==> config.mk <==
export PLATFORM = sky130hd
export DESIGN_NAME = bscc_chain
export DESIGN_NICKNAME = d
export VERILOG_FILES = /design/src/bscc_pkg.sv /design/src/bscc_cell.sv /design/src/bscc_chain.sv
export SDC_FILE = /design/constraint.sdc
export NUM_CORES = 1
export LEC_CHECK = 0
export BUFFER_PORTS_ARGS = -buffer_cell sky130_fd_sc_hd__buf_2
export CAP_MARGIN = 0
export CORE_MARGIN = 3
export CORE_UTILIZATION = 50
export DETAILED_ROUTE_END_ITERATION = 16
export PLACE_DENSITY = 0.75
export SLEW_MARGIN = 20
export SYNTH_ARGS = -nofsm -noshare
export SYNTH_HDL_FRONTEND = slang
export SYNTH_SLANG_ARGS = --single-unit
export TNS_END_PERCENT = 50
==> constraint.sdc <==
create_clock -name clock -period 6.61 [get_ports clock]
set_input_delay 0.661 -clock clock [delete_from_list [all_inputs] [get_ports clock]]
set_output_delay 0.661 -clock clock [all_outputs]
set_load 0.005 [all_outputs]
==> src/bscc_pkg.sv <==
package bscc_pkg;

   // Field and register widths of the block's ports.
   localparam int WORD_W       = 64;
   localparam int WORD_LOG     = 6;
   localparam int VAR_COUNT_W  = 5;
   localparam int BOUND_SIZE_W = 3;
   localparam int BIT_OFFSET_W = 16;
   localparam int CSR_INDEX_W  = 2;
   localparam int CSR_DATA_W   = 16;
   localparam int RSP_TDATA_W  = 8;
   localparam int COUNT_W      = 3;

   // A sub-word cofactor is at most 32 bits long; a whole-word cofactor is
   // kept as its 6-bit index, which fits the same field.
   localparam int SLICE_W = 32;

   // Running bit position of a sub-word slice: 16-bit offset plus up to
   // 63 slices of 32 bits.
   localparam int POS_W = 17;

   // Legal ranges after clamping.
   localparam logic [VAR_COUNT_W-1:0]  NV_MIN = 5'd4;
   localparam logic [BOUND_SIZE_W-1:0] NB_MIN = 3'd3;
   localparam logic [BOUND_SIZE_W-1:0] NB_MAX = 3'd6;

   // Register indexes of the configuration port.
   localparam logic [CSR_INDEX_W-1:0] CSR_VAR_COUNT  = 2'd0;
   localparam logic [CSR_INDEX_W-1:0] CSR_BOUND_SIZE = 2'd1;
   localparam logic [CSR_INDEX_W-1:0] CSR_BIT_OFFSET = 2'd2;

   // A cofactor travelling down the chain. An insert token skips the value
   // compare and lands in the first free cell.
   typedef struct packed {
      logic               valid;
      logic               insert;
      logic [SLICE_W-1:0] value;
   } token_type;

   typedef struct packed {
      logic busy;
      logic full;
   } chain_status_type;

endpackage

==> src/bscc_cell.sv <==
module bscc_cell (
   input  logic                        clock,
   input  logic                        reset,
   input  logic                        clear,
   input  bscc_pkg::token_type         tok_up,
   output bscc_pkg::token_type         tok_down,
   output logic                        occupied,
   output logic [bscc_pkg::SLICE_W-1:0] value
);
   import bscc_pkg::*;

   logic               occupied_ff;
   logic [SLICE_W-1:0] value_ff;
   logic               tok_valid_ff;
   logic               tok_insert_ff;
   logic [SLICE_W-1:0] tok_value_ff;
   logic               hit;
   logic               capture;

   // A token that matches the held cofactor is absorbed here; a token that
   // reaches a free cell becomes its cofactor.
   assign hit     = occupied_ff && !tok_up.insert && (tok_up.value == value_ff);
   assign capture = tok_up.valid && !occupied_ff;

   always_ff @(posedge clock) begin
      if (reset || clear) begin
         occupied_ff  <= 1'b0;
         tok_valid_ff <= 1'b0;
      end else begin
         tok_valid_ff <= tok_up.valid && occupied_ff && !hit;
         if (capture) begin
            occupied_ff <= 1'b1;
         end
      end
   end

   always_ff @(posedge clock) begin
      tok_insert_ff <= tok_up.insert;
      tok_value_ff  <= tok_up.value;
      if (capture) begin
         value_ff <= tok_up.value;
      end
   end

   assign tok_down = '{valid: tok_valid_ff, insert: tok_insert_ff, value: tok_value_ff};
   assign occupied = occupied_ff;
   assign value    = value_ff;

endmodule

==> src/bscc_chain.sv <==
module bscc_chain #(
   parameter int CELLS = 5
) (
   input  logic                                    clock,
   input  logic                                    reset,
   input  logic                                    clear,
   input  bscc_pkg::token_type                     tok_in,
   output bscc_pkg::chain_status_type              status,
   output logic [$clog2(CELLS+1)-1:0]              count,
   output logic [CELLS-1:0][bscc_pkg::SLICE_W-1:0] cell_value
);
   import bscc_pkg::*;

   localparam int CNT_W = $clog2(CELLS+1);

   token_type          tok [CELLS+1];
   logic [CELLS-1:0]   occupied;

   assign tok[0] = tok_in;

   for (genvar c = 0; c < CELLS; c++) begin : g_cell
      bscc_cell u_cell (
         .clock    (clock),
         .reset    (reset),
         .clear    (clear),
         .tok_up   (tok[c]),
         .tok_down (tok[c+1]),
         .occupied (occupied[c]),
         .value    (cell_value[c])
      );
   end

   always_comb begin
      status.busy = 1'b0;
      for (int c = 1; c <= CELLS; c++) begin
         status.busy = status.busy | tok[c].valid;
      end
      status.full = &occupied;
      count = '0;
      for (int c = 0; c < CELLS; c++) begin
         count = count + CNT_W'(occupied[c]);
      end
   end

endmodule

==> metrics.txt, run 1 <==
# TYPE chip_impl_metric gauge
chip_impl_metric{name="worst_ir_drop_vdd",unit="mV"} 0.264
chip_impl_metric{name="post_synth_and_or_nand_nor_area_fraction",unit="%"} 4.31
chip_impl_metric{name="grt.total_usage",unit="%"} 19.1
chip_impl_metric{name="synthesis.area_per_instance",unit="sq um"} 17.6
chip_impl_metric{name="static-leakage-power",unit="nW"} 4.63
chip_impl_metric{name="part_of_the_total_power_dissipated_in_combinational_logic",unit="%"} 2.5
chip_impl_metric{name="crit_path_cell_count",unit=""} 4
chip_impl_metric{name="htreeDepth",unit=""} 1
chip_impl_metric{name="critical_path_required",unit="ns"} 5.95
chip_impl_info{name="hold_path_class",value="primary input to flip-flop"} 1
chip_impl_metric{name="synthCells",unit=""} 546
chip_impl_metric{name="achievable-frequency",unit="MHz"} 343
chip_impl_metric{name="route.final.wire_length",unit="um"} 20400
chip_impl_metric{name="ys_seq_elements",unit=""} 302
chip_impl_metric{name="layoutNonFillerInstCount",unit=""} 1039
chip_impl_metric{name="drcViolationCount",unit=""} 0
chip_impl_metric{name="design_area",unit="sq um"} 12000
chip_impl_metric{name="worst_r2r_path_depth",unit=""} 5
chip_impl_metric{name="clock_power_share",unit="%"} 44.1
chip_impl_metric{name="timing.final.hold_violations",unit=""} 0
chip_impl_metric{name="worstSkewPairLatency",unit="ns"} 0.52
chip_impl_metric{name="postCtsResizedCells",unit=""} 0
chip_impl_metric{name="place_congestion",unit=""} 0.888
chip_impl_metric{name="crit_buf_inv",unit=""} 1
chip_impl_info{name="end_kind",value="primary output"} 1
chip_impl_metric{name="synthesis.nets",unit=""} 587
chip_impl_metric{name="clock_pin_slew_on_the_worst_setup_and_hold_paths",unit="ns"} 0.06
chip_impl_info{name="crit_path_cell_trace",value="fa_1, fa_1, ha_1, buf_2"} 1
chip_impl_metric{name="compound_gate_fraction_of_synth_area",unit="%"} 0.652
chip_impl_metric{name="sequentialPowerShare",unit="%"} 53.4
chip_impl_metric{name="cts-hold-fix-buffers",unit=""} 0
chip_impl_metric{name="synth_sequential_area_ratio",unit="%"} 79.7
chip_impl_metric{name="drt_first_pass_iters",unit=""} 4
chip_impl_info{name="result_of_the_run",value="completed"} 1
chip_impl_info{name="cp_slowest_cell",value="sky130_fd_sc_hd__fa_1"} 1
chip_impl_metric{name="viasPerCell",unit=""} 4.95
chip_impl_metric{name="power.net_switching",unit="mW"} 0.750
chip_impl_metric{name="die_height",unit="um"} 144
chip_impl_metric{name="power.density_cell_area",unit="nW/um^2"} 327
chip_impl_info{name="cts_tree",value="built"} 1
chip_impl_metric{name="grt_first_pass_wirelength",unit="um"} 30200
chip_impl_metric{name="place.port_buffers",unit=""} 201
chip_impl_metric{name="synth-xor-area-share",unit="%"} 14.6
chip_impl_metric{name="grt_antenna_before_repair",unit=""} 0
chip_impl_metric{name="setup_violations",unit=""} 0
chip_impl_info{name="layout.cells.most_common_list",value="201 x sky130_fd_sc_hd__buf_2, 160 x sky130_fd_sc_hd__edfxtp_1, 142 x sky130_fd_sc_hd__dfxtp_1"} 1
chip_impl_metric{name="cp.arrival",unit="ns"} 2.25
chip_impl_metric{name="dp_cells",unit=""} 986
chip_impl_metric{name="cpPeakStageDelay",unit="ns"} 0.47
chip_impl_metric{name="ios",unit=""} 202
chip_impl_metric{name="final.min_clock_period",unit="ns"} 2.91
chip_impl_metric{name="initial_core_util",unit="%"} 51.1
chip_impl_metric{name="crit_fanout",unit=""} 5
chip_impl_metric{name="flow.area_growth_from_synthesis",unit="%"} 24.8
chip_impl_metric{name="num_antenna_cells",unit=""} 0
chip_impl_metric{name="unique_masters_post_synth",unit=""} 16
chip_impl_metric{name="setup_total_negative_slack",unit="ns"} 0
chip_impl_metric{name="power_report.internal_total",unit="mW"} 3.16
chip_impl_info{name="critPathTopFamily",value="adder cells"} 1
chip_impl_metric{name="layout-drive-gt1-share",unit="%"} 32.0
chip_impl_metric{name="worst_clock_skew",unit="ns"} 0.00841
chip_impl_metric{name="syn-cell-area",unit="sq um"} 9590
chip_impl_metric{name="period_share",unit="%"} 44.1
chip_impl_metric{name="ant_nets",unit=""} 0
chip_impl_metric{name="layout.nets",unit=""} 824
chip_impl_metric{name="synthAdderAreaFrac",unit="%"} 0.678
chip_impl_info{name="setup.worst_path.class",value="flip-flop to primary output"} 1
chip_impl_metric{name="dpl_cell_area",unit="sq um"} 10900
chip_impl_metric{name="fp.dieW",unit="um"} 144
chip_impl_metric{name="hold_path_depth",unit=""} 1
chip_impl_metric{name="rows",unit=""} 50
chip_impl_info{name="clock_tree.root_cell",value="sky130_fd_sc_hd__clkbuf_16"} 1
chip_impl_metric{name="grt_pass1_vias",unit=""} 5353
chip_impl_metric{name="swShare",unit="%"} 19.2
chip_impl_info{name="synth_top_family_by_area",value="XOR/XNOR gates"} 1
chip_impl_metric{name="drv_cap",unit=""} 0
chip_impl_metric{name="worst_pin_slew",unit="ns"} 0.662
chip_impl_metric{name="ys_warn_count",unit=""} 0
chip_impl_metric{name="max-clock-path-buffers",unit=""} 3
chip_impl_info{name="critical-path-top-cell-by-count",value="sky130_fd_sc_hd__fa_1"} 1
chip_impl_metric{name="cts_sinks",unit=""} 302
chip_impl_metric{name="slew-limit-headroom",unit="%"} 55.7
chip_impl_metric{name="synthMuxAreaShare",unit="%"} 0
chip_impl_metric{name="placeableCoreArea",unit="sq um"} 18800
chip_impl_metric{name="final_max_slew_viol_count",unit=""} 0
chip_impl_metric{name="overflow",unit=""} 0
chip_impl_metric{name="post-layout-total-power",unit="mW"} 3.91
chip_impl_metric{name="place_hpwl",unit="um"} 15600
chip_impl_metric{name="post_cts.repair.setup_buffers",unit=""} 0
chip_impl_info{name="layout_commonest_cell",value="sky130_fd_sc_hd__buf_2"} 1
chip_impl_metric{name="drt_iter0_markers",unit=""} 153
chip_impl_info{name="rsz0062_at_grt",value="false"} 1
chip_impl_info{name="worstSetupStartpointType",value="flip-flop"} 1
chip_impl_metric{name="tritoncts.num_buffers",unit=""} 29
chip_impl_metric{name="dieArea",unit="sq um"} 20900
chip_impl_metric{name="detailroute.via_count",unit=""} 5142
chip_impl_metric{name="avgRoutedWirePerCell",unit="um"} 19.6
chip_impl_metric{name="grt_max_degree",unit=""} 33
-- sequential cells by signal, indices dropped and copies added, names as in the netlist --
name and cells:
g_cell.u_cell.tok_value_ff 128, g_cell.u_cell.occupied 5, g_cell.u_cell.tok_insert_ff 4, g_cell.u_cell.tok_valid_ff 5, g_cell.u_cell.value 160
-- logic make-up (layout without fill, tap and decap cells) --
kind of cell	Yosys count	count (layout)
xor+xnor	160	160
simple gates	70	70
compound gates	10	10
buf+inv	0	259
fa+ha+maj	4	4
flops	302	302
-- synth_stat cells (all sizes together) --
| cell | instances | share of area (%) |
|---|---|---|
| a21oi | 5 | 0.26 |
| and4 | 1 | 0.091 |
| dfxtp | 142 | 30 |
| edfxtp | 160 | 50 |
| fa | 2 | 0.42 |
| ha | 2 | 0.26 |
| nand2 | 1 | 0.039 |
| nand3 | 10 | 0.52 |
| nand4 | 20 | 1.3 |
| nor2 | 2 | 0.078 |
| nor2b | 5 | 0.33 |
| nor3 | 6 | 0.31 |
| nor4 | 25 | 1.6 |
| o21a | 5 | 0.39 |
| xnor2 | 75 | 6.9 |
| xor2 | 85 | 7.8 |
-- power groups by stage --
stage / sequential, mW / combinational (mW) / clock [mW]
6_report: 2.09 / 0.0980 / 1.72
5_1_grt: 2.09 / 0.108 / 1.83
4_1_cts: 2.09 / 0.0999 / 1.76
3_5_place_dp: 2.13 / 0.0989 / 0
3_3_place_gp: 2.12 / 0.0953 / 0
2_1_floorplan: 2.11 / 0.0534 / 0
-- worst paths after layout --
| check | start | to | slack, ns |
|---|---|---|---|
| worst max register to register | g_cell[2].u_cell.value[15]$_DFFE_PP_ | g_cell[2].u_cell.tok_valid_ff$_SDFF_PP0_ | 4.69 |
| worst min register to register | g_cell[0].u_cell.tok_insert_ff$_DFF_P_ | g_cell[1].u_cell.tok_insert_ff$_DFF_P_ | 0.36 |
| worst min-delay path | tok_in[31] | g_cell[0].u_cell.tok_value_ff[31]$_DFF_P_ | 0.27 |
| worst max-delay path | g_cell[1].u_cell.occupied$_SDFFE_PP0P_ | count[1] | 3.70 |
-- worst register-to-register path, stage by stage, from the launching register on --
cell and delay (ns):
sky130_fd_sc_hd__edfxtp_1 0.42, sky130_fd_sc_hd__xor2_1 0.18, sky130_fd_sc_hd__nor4_1 0.36, sky130_fd_sc_hd__nand4_1 0.16
sky130_fd_sc_hd__nor4_1 0.54, sky130_fd_sc_hd__a21oi_1 0.12
-- final cells by class --
| type | instances | area, sq um |
|---|---|---|
| clock buffer | 40 | 837 |
| multi-input combinational | 244 | 1950 |
| fill | 1362 | 6800 |
| tap | 234 | 293 |
| sequential | 302 | 7650 |
| timing repair buffer | 206 | 1040 |
| clock inverter | 13 | 190 |
-- per-stage QoR --
| step | setup slack [ns] | utilization [%] | hold WS, ns |
|---|---|---|---|
| floorplan | 4.08 | - | 0.331 |
| global placement | 4.31 | 58.3 | 0.351 |
| detailed placement | 4.24 | 58.3 | 0.354 |
| CTS | 3.67 | 63.8 | 0.254 |
| global route | 3.59 | 63.8 | 0.261 |
| finish | 3.70 | 63.8 | 0.274 |
-- metal layers --
metal | GRT usage (%) | vias up | part of all wire, %
met5 | 0 | - | 0
met4 | 6.04 | 0 | 2.6
met3 | 4.60 | 35 | 7.1
met2 | 32.0 | 191 | 49
met1 | 24.7 | 2483 | 42
li1 | - | 2433 | -
No activity file was read; power rests on OpenSTA's default activity.
==> run 2, diff against run 1 <==
--- a/config.mk
+++ b/config.mk
@@ -5,12 +5,13 @@
 export SDC_FILE = /design/constraint.sdc
 export NUM_CORES = 1
 export LEC_CHECK = 0
+export ABC_AREA = 1
 export BUFFER_PORTS_ARGS = -buffer_cell sky130_fd_sc_hd__buf_2
 export CAP_MARGIN = 0
 export CORE_MARGIN = 3
 export CORE_UTILIZATION = 50
 export DETAILED_ROUTE_END_ITERATION = 16
-export PLACE_DENSITY = 0.75
+export PLACE_DENSITY = 0.77
 export SLEW_MARGIN = 20
 export SYNTH_ARGS = -nofsm -noshare
 export SYNTH_HDL_FRONTEND = slang
==> constraint.sdc (replaced) <==
create_clock -name clock -period 2.46 [get_ports clock]
set_input_delay 0.246 -clock clock [delete_from_list [all_inputs] [get_ports clock]]
set_output_delay 0.246 -clock clock [all_outputs]
set_load 0.005 [all_outputs]
==> run 2 against run 1 <==
Clock power increased to 2.7 times the previous value. Sequential cell count unchanged. Combinational power increased to 4.0 times the previous value. Largest cell class unchanged. Largest power group unchanged. Highest routed layer unchanged.
==> metrics.txt, run 2 <==
# TYPE chip_impl_metric gauge
chip_impl_metric{name="worst_pin_slew",unit="ns"} 0.427
chip_impl_metric{name="timing.final.hold_violations",unit=""} 0
chip_impl_metric{name="largest_register_ffs",unit=""} 160
chip_impl_metric{name="ant_nets",unit=""} 0
chip_impl_metric{name="unique_masters_post_synth",unit=""} 20
chip_impl_metric{name="final.min_clock_period",unit="ns"} 2.41
chip_impl_metric{name="synth_async_sr_flop_share",unit="%"} 0
chip_impl_metric{name="met2RoutedLength",unit="um"} 12300
chip_impl_metric{name="worst_clock_skew",unit="ns"} 0.0101
chip_impl_info{name="clock_tree.root_cell",value="sky130_fd_sc_hd__clkbuf_16"} 1
chip_impl_metric{name="synthCells",unit=""} 1046
chip_impl_info{name="layout_commonest_cell",value="sky130_fd_sc_hd__nand2_1"} 1
chip_impl_metric{name="grt_pass1_vias",unit=""} 7412
chip_impl_info{name="synthMostInstantiatedCell",value="sky130_fd_sc_hd__nand2_1"} 1
chip_impl_info{name="synthTopCellsByCount",value="303 x sky130_fd_sc_hd__nand2_1, 193 x sky130_fd_sc_hd__inv_1, 160 x sky130_fd_sc_hd__edfxtp_1"} 1
chip_impl_metric{name="overflow",unit=""} 0
chip_impl_metric{name="synthesis.area_per_instance",unit="sq um"} 10.4
chip_impl_metric{name="tritoncts.num_buffers",unit=""} 30
chip_impl_metric{name="grt.total_usage",unit="%"} 21.2
chip_impl_metric{name="worstSkewPairLatency",unit="ns"} 0.54
chip_impl_metric{name="grt_max_degree",unit=""} 33
chip_impl_metric{name="ys_seq_elements",unit=""} 302
chip_impl_metric{name="critical_path_required",unit="ns"} 2.21
chip_impl_metric{name="drv_cap",unit=""} 0
chip_impl_metric{name="route.final.wire_length",unit="um"} 25300
chip_impl_metric{name="static-leakage-power",unit="nW"} 6.44
chip_impl_metric{name="crit_fanout",unit=""} 4
chip_impl_metric{name="htreeDepth",unit=""} 1
chip_impl_metric{name="place.port_buffers",unit=""} 201
chip_impl_metric{name="rows",unit=""} 53
chip_impl_info{name="ys_top_cells_by_area",value="sky130_fd_sc_hd__edfxtp_1 44%, sky130_fd_sc_hd__dfxtp_1 26%, sky130_fd_sc_hd__nand2_1 11%, sky130_fd_sc_hd__inv_1 6.7%, sky130_fd_sc_hd__nor2_1 4.0%"} 1
chip_impl_metric{name="place_hpwl",unit="um"} 18500
chip_impl_metric{name="avgRoutedWirePerCell",unit="um"} 15.7
chip_impl_metric{name="ys_warn_count",unit=""} 0
chip_impl_metric{name="worst_r2r_path_depth",unit=""} 8
chip_impl_metric{name="drt_iter0_markers",unit=""} 393
chip_impl_metric{name="fp.dieW",unit="um"} 153
chip_impl_metric{name="viasPerCell",unit=""} 4.60
chip_impl_info{name="netlist.top_cell.by_area",value="sky130_fd_sc_hd__edfxtp_1"} 1
chip_impl_metric{name="post-layout-total-power",unit="mW"} 10.6
chip_impl_metric{name="flow.area_growth_from_synthesis",unit="%"} 26.0
chip_impl_info{name="worstSetupStartpointType",value="flip-flop"} 1
chip_impl_info{name="layout.cells.most_common_list",value="303 x sky130_fd_sc_hd__nand2_1, 200 x sky130_fd_sc_hd__buf_2, 193 x sky130_fd_sc_hd__inv_1"} 1
chip_impl_metric{name="detailroute.via_count",unit=""} 7431
chip_impl_metric{name="layout-drive-gt1-share",unit="%"} 20.7
chip_impl_metric{name="dieArea",unit="sq um"} 23500
chip_impl_metric{name="hold_path_depth",unit=""} 4
chip_impl_metric{name="drt_first_pass_iters",unit=""} 5
chip_impl_info{name="result_of_the_run",value="completed"} 1
chip_impl_metric{name="period_share",unit="%"} 98.2
chip_impl_metric{name="layout.nets",unit=""} 1360
chip_impl_metric{name="synth_sequential_area_ratio",unit="%"} 70.6
chip_impl_metric{name="detailed_route_wire_length_on_metal_1",unit="um"} 10200
chip_impl_metric{name="drcViolationCount",unit=""} 0
chip_impl_metric{name="die_height",unit="um"} 153
chip_impl_info{name="cts_tree",value="built"} 1
chip_impl_metric{name="cts_sinks",unit=""} 302
chip_impl_metric{name="post-route-util",unit="%"} 64.5
chip_impl_metric{name="slew-limit-headroom",unit="%"} 71.4
chip_impl_metric{name="setup_violations",unit=""} 0
chip_impl_metric{name="final_max_slew_viol_count",unit=""} 0
chip_impl_metric{name="clock_pin_slew_on_the_worst_setup_and_hold_paths",unit="ns"} 0.06
chip_impl_metric{name="power.density_cell_area",unit="nW/um^2"} 781
chip_impl_metric{name="setup_total_negative_slack",unit="ns"} 0
chip_impl_info{name="hold_path_class",value="primary input to flip-flop"} 1
chip_impl_metric{name="grt_antenna_before_repair",unit=""} 0
chip_impl_metric{name="placeableCoreArea",unit="sq um"} 21200
chip_impl_info{name="maxUsedRoutingLayer",value="met4"} 1
chip_impl_metric{name="achievable-frequency",unit="MHz"} 414
chip_impl_metric{name="worst_ir_drop_vdd",unit="mV"} 0.623
chip_impl_metric{name="netlist.area_leader.share",unit="%"} 44.4
chip_impl_metric{name="edff_count_synth",unit=""} 160
chip_impl_metric{name="number_of_fillers_in_the_final_layout",unit=""} 1548
chip_impl_metric{name="grt_first_pass_wirelength",unit="um"} 39200
chip_impl_info{name="end_kind",value="primary output"} 1
chip_impl_metric{name="synthesis.nets",unit=""} 1087
chip_impl_info{name="rsz0062_at_grt",value="true"} 1
chip_impl_metric{name="syn-cell-area",unit="sq um"} 10800
chip_impl_metric{name="place_congestion",unit=""} 0.916
chip_impl_metric{name="num_antenna_cells",unit=""} 0
chip_impl_metric{name="max-clock-path-buffers",unit=""} 3
chip_impl_metric{name="initial_core_util",unit="%"} 51.2
chip_impl_metric{name="detailed_route_wirelength_on_metal3",unit="um"} 2010
chip_impl_metric{name="pre_cts_slack",unit="ns"} 0.489
chip_impl_metric{name="ios",unit=""} 202
chip_impl_metric{name="cp.arrival",unit="ns"} 2.17
chip_impl_info{name="synth_ff_type",value="sky130_fd_sc_hd__edfxtp_1"} 1
chip_impl_info{name="setup.worst_path.class",value="flip-flop to primary output"} 1
chip_impl_metric{name="finalWorstSetupSlack",unit="ns"} 0.0451
-- run 2: changes by cell type in the layout (fill, tap and decap cells not counted), sizes merged, moves of 17 or more --
cell / previous run / this run
xnor2: 75 / 24
dlygate4sd3: 0 / 34
or2: 0 / 23
inv: 0 / 200
nor2: 2 / 119
nand3: 10 / 27
nor4: 25 / 0
nand2: 1 / 303
xor2: 85 / 13
o21ai: 0 / 22
-- run 2: worst paths after layout --
check                                                                end                              startpoint  slack (ns)
worst max-delay path                                            count[1]  g_cell[3].u_cell.occupied$_SDFFE_PP0P_        0.05
worst min-delay path            g_cell[4].u_cell.tok_valid_ff$_SDFF_PP0_                                   reset        0.06
worst max register to register  g_cell[0].u_cell.tok_valid_ff$_SDFF_PP0_    g_cell[0].u_cell.value[10]$_DFFE_PP_        0.98
worst min register to register    g_cell[3].u_cell.tok_insert_ff$_DFF_P_  g_cell[2].u_cell.tok_insert_ff$_DFF_P_        0.36
-- run 2: worst max-delay path, cell delays in order (launching register included) --
cell                      delay [ns]
sky130_fd_sc_hd__dfxtp_4        0.36
sky130_fd_sc_hd__fa_1           0.51
sky130_fd_sc_hd__fa_2           0.40
sky130_fd_sc_hd__ha_4           0.28
sky130_fd_sc_hd__buf_6          0.08
-- run 2: layout make-up --
type,instances,area (sq um),area share [%]
multi-input combinational,545,2460,18.1
clock buffer,36,836,6.13
tap,275,344,2.52
clock inverter,18,199,1.46
timing repair buffer,241,1400,10.2
inverter,199,747,5.48
sequential,302,7650,56.1
-- run 2: where the power goes --
group | switching [mW] | leakage [nW] | internal [mW] | total, mW
sequential | 0.145 | 2.66 | 5.46 | 5.61
clock | 1.82 | 0.512 | 2.83 | 4.65
combinational | 0.214 | 3.27 | 0.180 | 0.394
-- run 2: kinds of logic after synthesis --
logic type / Yosys count / share of synthesized area [%]
xor gates and xnor gates: 37 / 2.99
buffers and inverters: 199 / 6.90
and+or+nand+nor: 481 / 17.8
adders and majority gates: 4 / 0.601
DFF: 302 / 70.6
AOI/OAI and AO/OA: 23 / 1.06
-- run 2: routing by layer --
layer	track usage [%]	vias to the layer above
li1	-	3756
met1	26.4	3362
met2	36.5	266
met3	5.07	47
met4	7.38	0
met5	0	-
-- run 2: through the flow --
step,hold WS [ns],cells,cell area (sq um)
3_5_place_dp,0.358,1527,12200
5_1_grt,0.0653,1616,13600
2_1_floorplan,0.274,1046,10800
4_1_cts,0.0226,1615,13600
3_3_place_gp,0.365,1527,12200
6_report,0.0618,1616,13600
-- run 2: timing repair --
action                                 4_1_cts  5_1_grt
pin swaps                                    0        3
resized for setup                            4        3
hold buffers                                34        0
setup endpoints to repair                    1        1
endpoints found under the hold margin       67        0
buffers inserted                             0        1
==> run 3, diff against run 2 <==
--- a/config.mk
+++ b/config.mk
@@ -5,13 +5,14 @@
 export SDC_FILE = /design/constraint.sdc
 export NUM_CORES = 1
 export LEC_CHECK = 0
-export ABC_AREA = 1
+export ABC_AREA = 0
 export BUFFER_PORTS_ARGS = -buffer_cell sky130_fd_sc_hd__buf_2
 export CAP_MARGIN = 0
 export CORE_MARGIN = 3
-export CORE_UTILIZATION = 50
+export CORE_UTILIZATION = 48
 export DETAILED_ROUTE_END_ITERATION = 16
-export PLACE_DENSITY = 0.77
+export PLACE_DENSITY = 0.75
+export RECOVER_POWER = 25
 export SLEW_MARGIN = 20
 export SYNTH_ARGS = -nofsm -noshare
 export SYNTH_HDL_FRONTEND = slang
==> run 3 against run 2 <==
Critical path depth is the same. Sequential cell count stayed put. Via count down 29%. Final area is 9.7% lower. Die area decreased by 7.5%. Register-to-register slack got worse by 0.31 ns. First-iteration DRC count down 43%.
==> metrics.txt, run 3 (synthesis gave the netlist of run 1 again) <==
# TYPE chip_impl_metric gauge
chip_impl_metric{name="place_congestion",unit=""} 0.863
chip_impl_metric{name="clock_pin_slew_on_the_worst_setup_and_hold_paths",unit="ns"} 0.06
chip_impl_metric{name="slew-limit-headroom",unit="%"} 52.3
chip_impl_metric{name="die_height",unit="um"} 147
chip_impl_metric{name="design_area",unit="sq um"} 12300
chip_impl_metric{name="viasPerCell",unit=""} 4.81
chip_impl_metric{name="grt_antenna_before_repair",unit=""} 0
chip_impl_metric{name="dieArea",unit="sq um"} 21700
chip_impl_metric{name="cpPeakStageDelay",unit="ns"} 0.49
chip_impl_metric{name="drv_cap",unit=""} 0
chip_impl_metric{name="fp.dieW",unit="um"} 147
chip_impl_info{name="cts_tree",value="built"} 1
chip_impl_metric{name="reg2reg_setup_slack",unit="ns"} 0.67
chip_impl_metric{name="number_of_fillers_in_the_final_layout",unit=""} 1457
chip_impl_metric{name="placeableCoreArea",unit="sq um"} 19500
chip_impl_info{name="worstSetupStartpointType",value="flip-flop"} 1
chip_impl_metric{name="route.final.wire_length",unit="um"} 21400
chip_impl_metric{name="worst_clock_skew",unit="ns"} 0.0162
chip_impl_metric{name="setup_violations",unit=""} 0
chip_impl_metric{name="final.min_clock_period",unit="ns"} 2.37
chip_impl_metric{name="worst_ir_drop_vdd",unit="mV"} 0.592
chip_impl_metric{name="layout-drive-gt1-share",unit="%"} 27.6
chip_impl_metric{name="power.density_cell_area",unit="nW/um^2"} 859
chip_impl_metric{name="num_antenna_cells",unit=""} 0
chip_impl_metric{name="period_share",unit="%"} 96.3
chip_impl_info{name="critPathTopFamily",value="adder cells"} 1
chip_impl_metric{name="htreeDepth",unit=""} 1
chip_impl_metric{name="grt_first_pass_wirelength",unit="um"} 32700
chip_impl_metric{name="drt_first_pass_iters",unit=""} 4
chip_impl_metric{name="worst_pin_slew",unit="ns"} 0.712
chip_impl_metric{name="dpl_cell_area",unit="sq um"} 11000
chip_impl_metric{name="achievable-frequency",unit="MHz"} 422
chip_impl_info{name="setup.worst_path.class",value="flip-flop to primary output"} 1
chip_impl_metric{name="flow.area_growth_from_synthesis",unit="%"} 28.4
chip_impl_metric{name="detailroute.via_count",unit=""} 5305
chip_impl_metric{name="worstSkewPairLatency",unit="ns"} 0.53
chip_impl_info{name="crit_path_cell_trace",value="fa_1, fa_2, ha_1, buf_2"} 1
chip_impl_metric{name="avgRoutedWirePerCell",unit="um"} 19.4
chip_impl_metric{name="static-leakage-power",unit="nW"} 4.66
chip_impl_metric{name="largest_register_ffs",unit=""} 160
chip_impl_metric{name="overflow",unit=""} 0
chip_impl_metric{name="crit_fanout",unit=""} 5
chip_impl_metric{name="cts_sinks",unit=""} 302
chip_impl_metric{name="grt.total_usage",unit="%"} 19.4
chip_impl_metric{name="tritoncts.num_buffers",unit=""} 28
chip_impl_metric{name="ios",unit=""} 202
chip_impl_info{name="rsz0062_at_grt",value="false"} 1
chip_impl_metric{name="place_hpwl",unit="um"} 16100
chip_impl_info{name="result_of_the_run",value="completed"} 1
chip_impl_info{name="layout_commonest_cell",value="sky130_fd_sc_hd__buf_2"} 1
chip_impl_metric{name="grt_max_degree",unit=""} 33
chip_impl_metric{name="rows",unit=""} 51
chip_impl_metric{name="final_max_slew_viol_count",unit=""} 0
chip_impl_metric{name="ant_nets",unit=""} 0
chip_impl_metric{name="max-clock-path-buffers",unit=""} 3
chip_impl_metric{name="timing.final.hold_violations",unit=""} 0
chip_impl_info{name="cp_slowest_cell",value="sky130_fd_sc_hd__fa_1"} 1
chip_impl_metric{name="place.port_buffers",unit=""} 201
chip_impl_info{name="end_kind",value="primary output"} 1
chip_impl_metric{name="drt_iter0_markers",unit=""} 225
chip_impl_metric{name="setup_total_negative_slack",unit="ns"} 0
chip_impl_metric{name="grt_pass1_vias",unit=""} 5686
chip_impl_metric{name="cp.arrival",unit="ns"} 2.12
chip_impl_info{name="hold_path_class",value="primary input to flip-flop"} 1
chip_impl_metric{name="drcViolationCount",unit=""} 0
chip_impl_metric{name="layout.nets",unit=""} 857
chip_impl_metric{name="initial_core_util",unit="%"} 49.1
chip_impl_info{name="clock_tree.root_cell",value="sky130_fd_sc_hd__clkbuf_16"} 1
chip_impl_metric{name="critical_path_required",unit="ns"} 2.21
chip_impl_metric{name="crit_buf_inv",unit=""} 1
chip_impl_info{name="layout.cells.most_common_list",value="168 x sky130_fd_sc_hd__buf_2, 160 x sky130_fd_sc_hd__edfxtp_1, 139 x sky130_fd_sc_hd__dfxtp_1"} 1
==> run 3: cell count changes in the layout (fill, tap and decap cells not counted), sizes merged, moves of 22 or more <==
cell    before  now
xnor2       24   75
clkbuf      36   66
nand2      303    1
nor2       119    2
or2         23    0
buf        207  173
o21ai       22    0
nor4         0   25
xor2        13   85
inv        200    0
==> run 3: report_power, final <==
group | internal (mW) | switching, mW
clock network | 2.85 | 1.82
logic | 0.163 | 0.138
registers | 5.46 | 0.144
total | 8.47 | 2.10
==> run 3: worst min-delay path, cell delays in order <==
cell and delay, ns:
sky130_fd_sc_hd__buf_2 0.07, sky130_fd_sc_hd__nor2_1 0.14, sky130_fd_sc_hd__o21a_1 0.15
==> run 3: final timing paths <==
check,start,endpoint,depth (start not counted)
max reg2reg,g_cell[0].u_cell.value[1]$_DFFE_PP_,g_cell[0].u_cell.tok_valid_ff$_SDFF_PP0_,5
min,reset,g_cell[3].u_cell.occupied$_SDFFE_PP0P_,3
min reg2reg,g_cell[2].u_cell.tok_insert_ff$_DFF_P_,g_cell[3].u_cell.tok_insert_ff$_DFF_P_,0
max,g_cell[0].u_cell.occupied$_SDFFE_PP0P_,count[1],4
==> run 3: cell type report <==
class | count | area [sq um] | area share [%]
Sequential cell | 302 | 7650 | 62.2
Clock inverter | 19 | 267 | 2.16
Timing Repair Buffer | 240 | 1340 | 10.9
Clock buffer | 33 | 761 | 6.18
Tap cell | 265 | 332 | 2.69
Multi-Input combinational cell | 244 | 1960 | 15.9
==> run 3: timing repair <==
item	4_1_cts	5_1_grt
endpoints found under the setup margin	1	1
hold buffers	34	0
gates resized for setup	2	3
hold endpoints to repair	66	0
gates cloned	0	0
setup buffers	0	0
==> run 3: metrics by stage <==
step / utilization (%) / setup slack, ns / total power, mW / instances / hold WS [ns]
floorplan: - / 0.217 / 5.81 / 546 / 0.274
global placement: 56.2 / 0.575 / 5.97 / 1017 / 0.355
detailed placement: 56.2 / 0.544 / 5.98 / 1017 / 0.357
CTS: 63.2 / 0.00940 / 10.7 / 1103 / 0.112
global route: 63.1 / 0.0303 / 10.9 / 1103 / 0.134
finish: 63.1 / 0.0922 / 10.6 / 1103 / 0.132
==> run 3: routing by layer <==
metal  track usage, %  up-vias  share of wire (%)
met5                0        -                  0
met4             5.68        0                2.2
met3             4.41       28                6.6
met2             33.3      195                 50
met1             25.0     2580                 41
li1                 -     2502                  -
